===== src/rtl/smdmp_pkg.sv =====
// ----------------------------------------------------------------------------
// smdmp_pkg
// Shared widths and defaults for the sorted list merge block.
// ----------------------------------------------------------------------------
package smdmp_pkg;

  // default number of entries per list
  localparam int unsigned LIST_DEPTH_DEF = 32;

  // record field widths
  localparam int unsigned ID_W  = 16;
  localparam int unsigned PR_W  = 16;
  localparam int unsigned REC_W = ID_W + PR_W;

  // running statistics widths
  localparam int unsigned CNT_W = 7;
  localparam int unsigned TOT_W = 22;

endpackage


===== src/rtl/smdmp_ram.sv =====
// ----------------------------------------------------------------------------
// smdmp_ram
// Generic simple dual-port RAM, one write port, one registered read port.
// ----------------------------------------------------------------------------
module smdmp_ram #(
  parameter int unsigned WIDTH = smdmp_pkg::REC_W,
  parameter int unsigned DEPTH = smdmp_pkg::LIST_DEPTH_DEF,
  localparam int unsigned AW   = (DEPTH > 1) ? $clog2(DEPTH) : 1
) (
  input  logic             clk_i,
  input  logic             we_i,
  input  logic [AW-1:0]    waddr_i,
  input  logic [WIDTH-1:0] wdata_i,
  input  logic [AW-1:0]    raddr_i,
  output logic [WIDTH-1:0] rdata_o
);

  logic [WIDTH-1:0] mem_q [DEPTH];

  // write port and registered read
  always_ff @(posedge clk_i) begin
    if (we_i) begin
      mem_q[waddr_i] <= wdata_i;
    end
    rdata_o <= mem_q[raddr_i];
  end

endmodule


===== src/rtl/sorted_merge_dedup_min_price.sv =====
// ----------------------------------------------------------------------------
// sorted_merge_dedup_min_price
// Two sorted (id, price) lists in RAM, merged; equal ids at both heads give one result.
// ----------------------------------------------------------------------------
// Insert: a record for a full list is dropped and sets the overflow flag; one for
//   an empty list is written at entry 0; else a backward walk over the list RAM
//   moves entries up until the place of the new record is found.
// Merge (record marked last): insert, a setup state, then one result per cycle,
//   registered in the cycle after each merge step. busy_o is high throughout.
// Results cannot be stalled. Reset empties both lists and clears the overflow flag.
module sorted_merge_dedup_min_price #(
  parameter int unsigned LIST_DEPTH = smdmp_pkg::LIST_DEPTH_DEF
) (
  input  logic                        clk_i,
  input  logic                        rst_ni,
  input  logic                        start_i,
  output logic                        busy_o,
  input  logic                        list_select_i,
  input  logic [smdmp_pkg::ID_W-1:0]  product_id_i,
  input  logic [smdmp_pkg::PR_W-1:0]  price_i,
  input  logic                        last_item_i,
  output logic                        result_valid_o,
  output logic [smdmp_pkg::ID_W-1:0]  product_id_res_o,
  output logic [smdmp_pkg::PR_W-1:0]  price_res_o,
  output logic                        source_list_o,
  output logic [smdmp_pkg::CNT_W-1:0] running_count_o,
  output logic [smdmp_pkg::TOT_W-1:0] running_total_o,
  output logic                        overflow_o,
  output logic                        last_result_o
);

  localparam int unsigned AW = (LIST_DEPTH > 1) ? $clog2(LIST_DEPTH) : 1;
  localparam int unsigned CW = $clog2(LIST_DEPTH + 1);
  localparam int unsigned IW = smdmp_pkg::ID_W;
  localparam int unsigned PW = smdmp_pkg::PR_W;
  localparam int unsigned RW = smdmp_pkg::REC_W;

  localparam logic [2:0] S_IDLE = 3'd0;
  localparam logic [2:0] S_INS  = 3'd1;
  localparam logic [2:0] S_WR0  = 3'd2;
  localparam logic [2:0] S_MST  = 3'd3;
  localparam logic [2:0] S_MRG  = 3'd4;

  logic [2:0]    state_q, state_d;
  logic [CW-1:0] fill_a_q, fill_a_d, fill_b_q, fill_b_d;
  logic          flag_q, flag_d;
  logic [AW-1:0] idx_q, idx_d;
  logic [CW-1:0] ia_q, ia_d, ib_q, ib_d;
  logic [smdmp_pkg::CNT_W-1:0] cnt_q, cnt_d;
  logic [smdmp_pkg::TOT_W-1:0] tot_q, tot_d;

  // latched record
  logic          sel_q, last_q;
  logic [IW-1:0] id_q;
  logic [PW-1:0] pr_q;

  // RAM ports
  logic          we_a, we_b, we;
  logic [AW-1:0] waddr, raddr_a, raddr_b, ins_raddr;
  logic [RW-1:0] wdata, rdata_a, rdata_b, rdata_s;
  logic [CW-1:0] n_in;

  // merge step
  logic          a_ok, b_ok, take_a, take_b, pick_a;
  logic [IW-1:0] aid, bid;
  logic [PW-1:0] apr, bpr, opr;
  logic          res_valid_d;

  smdmp_ram #(.WIDTH(RW), .DEPTH(LIST_DEPTH)) u_ram_a (
    .clk_i  (clk_i),
    .we_i   (we_a),
    .waddr_i(waddr),
    .wdata_i(wdata),
    .raddr_i(raddr_a),
    .rdata_o(rdata_a)
  );

  smdmp_ram #(.WIDTH(RW), .DEPTH(LIST_DEPTH)) u_ram_b (
    .clk_i  (clk_i),
    .we_i   (we_b),
    .waddr_i(waddr),
    .wdata_i(wdata),
    .raddr_i(raddr_b),
    .rdata_o(rdata_b)
  );

  assign busy_o  = (state_q != S_IDLE);
  assign n_in    = list_select_i ? fill_b_q : fill_a_q;
  assign rdata_s = sel_q ? rdata_b : rdata_a;
  assign we_a    = we & ~sel_q;
  assign we_b    = we & sel_q;

  // merge head compare
  assign aid    = rdata_a[RW-1:PW];
  assign apr    = rdata_a[PW-1:0];
  assign bid    = rdata_b[RW-1:PW];
  assign bpr    = rdata_b[PW-1:0];
  assign a_ok   = (ia_q < fill_a_q);
  assign b_ok   = (ib_q < fill_b_q);
  assign take_a = ~b_ok | (a_ok & (aid < bid));
  assign take_b = ~take_a & (~a_ok | (aid > bid));
  assign pick_a = take_a | (~take_b & (apr <= bpr));
  assign opr    = pick_a ? apr : bpr;

  // next-state logic
  always_comb begin
    state_d     = state_q;
    fill_a_d    = fill_a_q;
    fill_b_d    = fill_b_q;
    flag_d      = flag_q;
    idx_d       = idx_q;
    ia_d        = ia_q;
    ib_d        = ib_q;
    cnt_d       = cnt_q;
    tot_d       = tot_q;
    we          = 1'b0;
    waddr       = idx_q + AW'(1);
    wdata       = {id_q, pr_q};
    ins_raddr   = idx_q - AW'(1);
    res_valid_d = 1'b0;
    unique case (state_q)
      S_IDLE: begin
        ins_raddr = AW'(n_in - CW'(1));
        if (start_i) begin
          idx_d = AW'(n_in - CW'(1));
          if (n_in >= CW'(LIST_DEPTH)) begin
            flag_d  = 1'b1;
            state_d = last_item_i ? S_MST : S_IDLE;
          end else begin
            if (list_select_i) fill_b_d = fill_b_q + CW'(1);
            else               fill_a_d = fill_a_q + CW'(1);
            state_d = (n_in == '0) ? S_WR0 : S_INS;
          end
        end
      end
      S_INS: begin
        // move entry up while it does not precede the new record
        we = 1'b1;
        if ((idx_q == '0) ? (id_q < rdata_s[RW-1:PW]) : (rdata_s[RW-1:PW] >= id_q)) begin
          wdata = rdata_s;
          if (idx_q == '0) state_d = S_WR0;
          else             idx_d   = idx_q - AW'(1);
        end else begin
          state_d = last_q ? S_MST : S_IDLE;
        end
      end
      S_WR0: begin
        we      = 1'b1;
        waddr   = '0;
        state_d = last_q ? S_MST : S_IDLE;
      end
      S_MST: begin
        ia_d    = '0;
        ib_d    = '0;
        cnt_d   = '0;
        tot_d   = '0;
        state_d = S_MRG;
      end
      S_MRG: begin
        res_valid_d = 1'b1;
        if (~take_b) ia_d = ia_q + CW'(1);
        if (~take_a) ib_d = ib_q + CW'(1);
        cnt_d = cnt_q + smdmp_pkg::CNT_W'(1);
        tot_d = tot_q + smdmp_pkg::TOT_W'(opr);
        if ((ia_d >= fill_a_q) && (ib_d >= fill_b_q)) begin
          fill_a_d = '0;
          fill_b_d = '0;
          flag_d   = 1'b0;
          state_d  = S_IDLE;
        end
      end
      default: state_d = S_IDLE;
    endcase
  end

  // read address select: merge walks heads, insert walks down
  always_comb begin
    raddr_a = ins_raddr;
    raddr_b = ins_raddr;
    if (state_q == S_MST) begin
      raddr_a = '0;
      raddr_b = '0;
    end else if (state_q == S_MRG) begin
      raddr_a = ia_d[AW-1:0];
      raddr_b = ib_d[AW-1:0];
    end
  end

  // control registers
  always_ff @(posedge clk_i or negedge rst_ni) begin
    if (!rst_ni) begin
      state_q        <= S_IDLE;
      fill_a_q       <= '0;
      fill_b_q       <= '0;
      flag_q         <= 1'b0;
      result_valid_o <= 1'b0;
    end else begin
      state_q        <= state_d;
      fill_a_q       <= fill_a_d;
      fill_b_q       <= fill_b_d;
      flag_q         <= flag_d;
      result_valid_o <= res_valid_d;
    end
  end

  // datapath registers
  always_ff @(posedge clk_i) begin
    idx_q <= idx_d;
    ia_q  <= ia_d;
    ib_q  <= ib_d;
    cnt_q <= cnt_d;
    tot_q <= tot_d;
    if ((state_q == S_IDLE) && start_i) begin
      sel_q  <= list_select_i;
      id_q   <= product_id_i;
      pr_q   <= price_i;
      last_q <= last_item_i;
    end
    if (state_q == S_MRG) begin
      product_id_res_o <= pick_a ? aid : bid;
      price_res_o      <= opr;
      source_list_o    <= ~pick_a;
      running_count_o  <= cnt_d;
      running_total_o  <= tot_d;
      overflow_o       <= flag_q;
      last_result_o    <= (ia_d >= fill_a_q) && (ib_d >= fill_b_q);
    end
  end

endmodule


===== config.mk =====
export PLATFORM = sky130hd
export DESIGN_NAME = sorted_merge_dedup_min_price
export DESIGN_NICKNAME = d
export VERILOG_FILES = /design/src/rtl/smdmp_pkg.sv /design/src/rtl/smdmp_ram.sv /design/src/rtl/sorted_merge_dedup_min_price.sv
export SDC_FILE = /design/constraint.sdc
export NUM_CORES = 2
export LEC_CHECK = 0
export BUFFER_PORTS_ARGS = -buffer_cell sky130_fd_sc_hd__buf_2
export CORE_ASPECT_RATIO = 2
export CORE_MARGIN = 2
export CORE_UTILIZATION = 47
export DETAILED_ROUTE_END_ITERATION = 10
export PLACE_DENSITY = 0.67
export SETUP_SLACK_MARGIN = 0.15
export SLEW_MARGIN = 0
export SYNTH_ARGS = -nofsm -noshare
export SYNTH_HDL_FRONTEND = slang
export SYNTH_SLANG_ARGS = --single-unit

===== constraint.sdc =====
create_clock -name clk_i -period 15.3 [get_ports clk_i]
set_input_delay 3.06 -clock clk_i [delete_from_list [all_inputs] [get_ports clk_i]]
set_output_delay 3.06 -clock clk_i [all_outputs]
set_load 0.005 [all_outputs]

# Word level (Yosys, flattened, before mapping)
# Memory sizes are Yosys's and may differ from the RTL's. A register that Yosys moved wholly into a read port is not among the register bits.
# Cells that the tools add are included.
[totals] output_inout_bits=66 mem_bits_rw=2048 n_memories=2 register_bits=161 in_bits=37
[memory_table] name="u_ram_a.mem_q" words=32 width=32 rd=1 rd_clocked_by_memory_dff=1 wr=1 line="smdmp_ram.sv:18" text="logic [WIDTH-1:0] mem_q [DEPTH];"
[memory_table] name="u_ram_b.mem_q" words=32 width=32 rd=1 rd_clocked_by_memory_dff=1 wr=1 line="smdmp_ram.sv:18"
[classes] reduce_logical=15 eq_ne=13 addsub=9 bitwise=14 muxes=53 order_cmp=12
[op_table] op="$mux 32" count=3
[op_table] op="$mux 6" count=12
[op_table] op="$pmux 6 s2" count=4
[op_table] op="$mux 5" count=9
[op_table] op="$pmux 22 s2" count=1
[op_table] op="$lt 16x16->1" count=2
[op_table] op="$mux 16" count=2
[op_table] op="$add 6x1->6 const B" count=4
[op_table] op="$ge 6x6->1" count=4
[op_table] op="$add 22x16->22" count=1
[op_table] op="$ge 16x16->1" count=1
[op_table] op="$gt 16x16->1" count=1
[op_table] op="$le 16x16->1" count=1
[op_table] op="$ne 2x2->1 const B" count=8
[op_table] op="$pmux 3 s5" count=1
[op_table] op="$pmux 7 s2" count=1
[op_table] op="$lt 6x6->1" count=2
[op_table] op="$mux 3" count=4
[op_table] op="$mux 1" count=10
[op_table] op="$pmux 5 s2" count=1
[op_table] op="$reduce_and 5->1" count=2
[op_table] op="$sub 5x1->5 const B" count=2
[op_table] op="$mux 2" count=4
[op_table] op="$reduce_and 4->1" count=2
[op_table] op="19 further kinds" count=34

# Logic depth before layout (Yosys ltp)
[logic_depth] word_depth=11 depth_mapped=26

# Cells and area by module
# From an unflattened synthesis, not the netlist that was laid out.
[unflattened] hier_cells=5457 area_unflattened_um2=91235.0
[modules_own_cells] module="smdmp_ram (u_ram_a)" area_each_um2=40492.6 n_inst=1 seq_area_each_um2=31390.1 cells_per_inst=2260
[modules_own_cells] module="smdmp_ram (u_ram_b)" area_each_um2=40485.1 n_inst=1 seq_area_each_um2=31390.1 cells_per_inst=2260
[modules_own_cells] module="sorted_merge_dedup_min_price" area_each_um2=10257.3 n_inst=1 seq_area_each_um2=4339.2 cells_per_inst=937

# Worst setup path before layout
# OpenSTA, ideal clock, no wires.
[synth_timing] path_type="reg-to-reg" startpoint="register sel_q" endpoint="memory u_ram_a.mem_q[0][17] (netlist bit) (data pin)" t_required_ns=14.598 slack_ns=9.100 arrival_time_ns=5.498 setup_ns=0.702 path_stages_with_launch=15 cell_sequence="edfxtp_1 clkbuf_1 mux2_2 ha_1 nor2b_1 o21a_1 o21a_1 o21a_1 o21a_1 o21a_1 o21ai_0 a211oi_1 clkbuf_1 clkbuf_1 o21ai_0"
[synth_between] elab_chain_len=5 elab_cells_between_ends=6 classes_between="order compare: 2; mux: 4"
[synth_rtl] item="from (decl)" line="sorted_merge_dedup_min_price.sv:53" text="logic sel_q, last_q;"
[synth_rtl] item="from (signal assigned)" line="sorted_merge_dedup_min_price.sv:214" text="sel_q <= list_select_i;"
[synth_rtl] item="$mux 32 *" line="sorted_merge_dedup_min_price.sv:89" text="assign rdata_s = sel_q ? rdata_b : rdata_a;"
[synth_rtl] item="$ge 16x16->1 / $lt 16x16->1 (equally long branches)" line="sorted_merge_dedup_min_price.sv:139" text="if ((idx_q == '0) ? (id_q < rdata_s[RW-1:PW]) : (rdata_s[RW-1:PW] >= id_q)) begin"
[synth_rtl] item="$mux 1" line="sorted_merge_dedup_min_price.sv:139"
[synth_rtl] item="$mux 32 *" line="sorted_merge_dedup_min_price.sv:139"
[synth_rtl] item="$mux 32 *" line="sorted_merge_dedup_min_price.sv:121" text="unique case (state_q)"
[synth_rtl] item="named net u_ram_a.wdata_i[17]" line="smdmp_ram.sv:13" text="input logic [WIDTH-1:0] wdata_i,"
[synth_rtl] item="to (decl)" line="smdmp_ram.sv:18"
# Mark *: on every way through the listed nets, which the timed path passes. The rest lies on a longest branch.

# Final worst setup path
[layout_timing] startpoint="input list_select_i" endpoint="register u_ram_b.rdata_o[17], read port of u_ram_b.mem_q"
[layout_between] elab_chain_len=5
[layout_rtl] item="from (decl)" line="sorted_merge_dedup_min_price.sv:18" text="input logic list_select_i,"
[layout_rtl] item="$mux 6" line="sorted_merge_dedup_min_price.sv:88" text="assign n_in = list_select_i ? fill_b_q : fill_a_q;"
[layout_rtl] item="$sub 5x1->5" line="sorted_merge_dedup_min_price.sv:123" text="ins_raddr = AW'(n_in - CW'(1));"
[layout_rtl] item="$mux 5" line="sorted_merge_dedup_min_price.sv:121"
[layout_rtl] item="$mux 5" line="sorted_merge_dedup_min_price.sv:183" text="end else if (state_q == S_MRG) begin"
[layout_rtl] item="$mux 5" line="sorted_merge_dedup_min_price.sv:180" text="if (state_q == S_MST) begin"
[layout_rtl] item="to (decl)" line="smdmp_ram.sv:15" text="output logic [WIDTH-1:0] rdata_o"
# Every way passes these cells.
# A chain may end at the register's enable or synchronous reset.

==> reports/metrics.yaml <==
synth_top_flop_cell: "edfxtp_1"
cts_tree: "built"
die_w_um: 321
drt-total-wl_um: 277000
crit_arrival_ns: 8.64
max_freq_ghz: 0.126
via_per_inst: 6.44
maxCapViolCount: 0
cts_htree_levels: 4
period_share_pct: 51.7
num_vias: 57600
grt_pass1_vias: 57600
syn-cell-area_um2: 94700
crit_fanout: 138
antenna_found_initial: 14
yosysMostFrequentCell: "edfxtp_1"
max_slew_margin_pct: 14.2
syn_area_per_cell_um2: 15.3
yosysTopAreaCell: "edfxtp_1"
ys_async_sr_fraction_pct: 0.748
cts-root-buf: "clkbuf_16"
ys_types: 75
grt_max_degree: 139
drtIter0Drc: 6463
min_path_type: "register to register"
tns_ns: 0
overflow: 0
synthToLayoutAreaGrowth_pct: 11.0
ys_seq_elements: 2273
grt_usage_pct: 26.5
syn_nets: 6321
post-route-min-period_ns: 7.91
dp_hpwl_um: 160000
row_count: 233
antenna_left: 0
io_buffer_count: 102
placed_area_um2: 98900
nNetsFinal: 6347
max-clock-path-buffers: 4
post_drt_wl_per_cell_um: 31.0
ioPinCount: 103
syn_inst: 6173
status: "complete, no violations"
cts-buffers-inserted: 198
synth-edff-count: 2151
drv_slew: 0
rsz0062_at_grt: "no"
tightest_slew_ns: 1.28
synth_common_cells: "2151 x edfxtp_1, 988 x mux2i_1, 317 x inv_1, 280 x nand3_1, 260 x clkbuf_1"
startpoint_type: "input port"
yosysWarnings: 0
post-cts-setup-buffers: 0
layout-drive-gt1-share_pct: 12.1
drc: 0
hold_viol_final: 0
stdcell_area_um2: 105000
final_core_util_pct: 52.3
clk_pin_slew_ns: 0.08
die_height_um: 639
critical_path_class: "input port to register"
cts_resized: 0
initial_core_util_pct: 47.1
dr.pass1.iters: 6
synthTopCellsByArea: "edfxtp_1 68%, mux2i_1 10%, dfxtp_1 2.2%"
yosysTopAreaCellShare_pct: 68.2
ctsHoldBuffers: 0
worstPathRequired_ns: 16.03
clk_latency_ns: 0.88
cp-end-kind: "register"
grt_pass1_wl_um: 394000
place.gp.congestion: 0.874
clock_skew_ns: 0.0522
clkSinkCount: 2273
finalSetupViolCount: 0
synth_seq_area_share_pct: 70.9
core_area_um2: 201000
dieArea_um2: 205000
## state kept, by name, indices dropped and copies added, names as in the netlist, 16 cells and up
| register | cells |
|---|---|
| product_id_res_o | 16 |
| price_res_o | 16 |
| u_ram_b.mem_q | 1024 |
| running_total_o | 22 |
| pr_q | 16 |
| u_ram_b.rdata_o | 32 |
| tot_q | 22 |
| id_q | 16 |
| u_ram_a.mem_q | 1024 |
| u_ram_a.rdata_o | 32 |
## worst max-delay path: stages
cell and delay (ns):
buf_2 0.23, mux2i_1 0.21, o21bai_1 0.18, a22o_1 0.22, a21oi_4 0.04, buf_4 0.33, nand3_4 0.70, buf_12 0.70
buf_4 0.97, buf_4 0.80, mux2i_1 0.27, mux2i_1 0.10, o22ai_1 0.34, nor4_1 0.09
## metal layers
| metal | GRT usage, % | part of all wire, % | vias to the layer above |
|---|---|---|---|
| li1 | - | - | 24400 |
| met1 | 29.8 | 34 | 29100 |
| met2 | 46.9 | 51 | 3106 |
| met3 | 3.91 | 7.7 | 921 |
| met4 | 17.1 | 7.3 | 6 |
| met5 | 0 | 0.012 | - |
## kinds of logic (layout without fill, tap and decap cells)
| logic type | Yosys count | in the layout | share of synthesized area (%) |
|---|---|---|---|
| flops | 2273 | 2273 | 70.9 |
| fa+ha+maj | 111 | 111 | 1.48 |
| xor+xnor | 29 | 29 | 0.268 |
| other cells | 0 | 3 | 0 |
| compound gates | 1231 | 1231 | 9.12 |
| mux | 1037 | 1037 | 11.0 |
| simple gates | 723 | 723 | 3.80 |
| buf+inv | 769 | 954 | 3.40 |
## through the flow
step	setup slack [ns]	instances	hold slack [ns]
floorplan	9.10	6173	0.425
global placement	6.70	8584	0.460
detailed placement	6.58	8584	0.459
CTS	7.50	8943	0.498
global route	7.10	8944	0.503
finish	7.39	8946	0.498
## final timing paths
path | cells after the start | end | from | slack [ns]
hold / removal | 0 | overflow_o | flag_q | 0.50
hold reg to reg | 0 | overflow_o | flag_q | 0.50
setup reg to reg | 16 | u_ram_b.rdata_o[17] | u_ram_b.rdata_o[23] | 7.96
min in group asynchronous | 1 | result_valid_o | rst_ni | 2.18
max in group asynchronous | 1 | fill_a_q[0] | rst_ni | 12.73
setup / recovery | 14 | u_ram_b.rdata_o[17] | list_select_i | 7.39
## final cells by class
cell class,instances,area (um^2)
fillers,15900,95800
well taps,2585,3230
clock buffers,258,5370
repair buffers,278,1890
inverters,317,1190
flip-flops and latches,2273,67100
diodes,3,7.51
multi-input cells,3131,25400
clock inverters,101,883
## cell usage in the layout (no fill, tap or decap), types with 23 or more instances in the layout
cell type     n
clkbuf_1     46
ha_1        110
a21oi_1     113
clkbuf_16   202
a21o_1       28
or3_1        23
o2111ai_1   127
clkinv_1     28
clkinv_2     39
nand3_1     273
nor2_4       64
inv_1       316
a2111oi_0    99
buf_4       171
dfxtp_1     105
o22ai_1     131
mux2_2       47
mux2i_1     988
a311oi_1     36
nor2_1       45
buf_2       102
edfxtp_1   2151
nand2_1     156
nor4_1       50
o21ai_0     179
a211oi_1     34
a31oi_1     232
a221oi_1    129
Power is left out: the tool's default activity adds up to more than one toggle a clock period on the data nets, which glitch-free logic cannot reach.
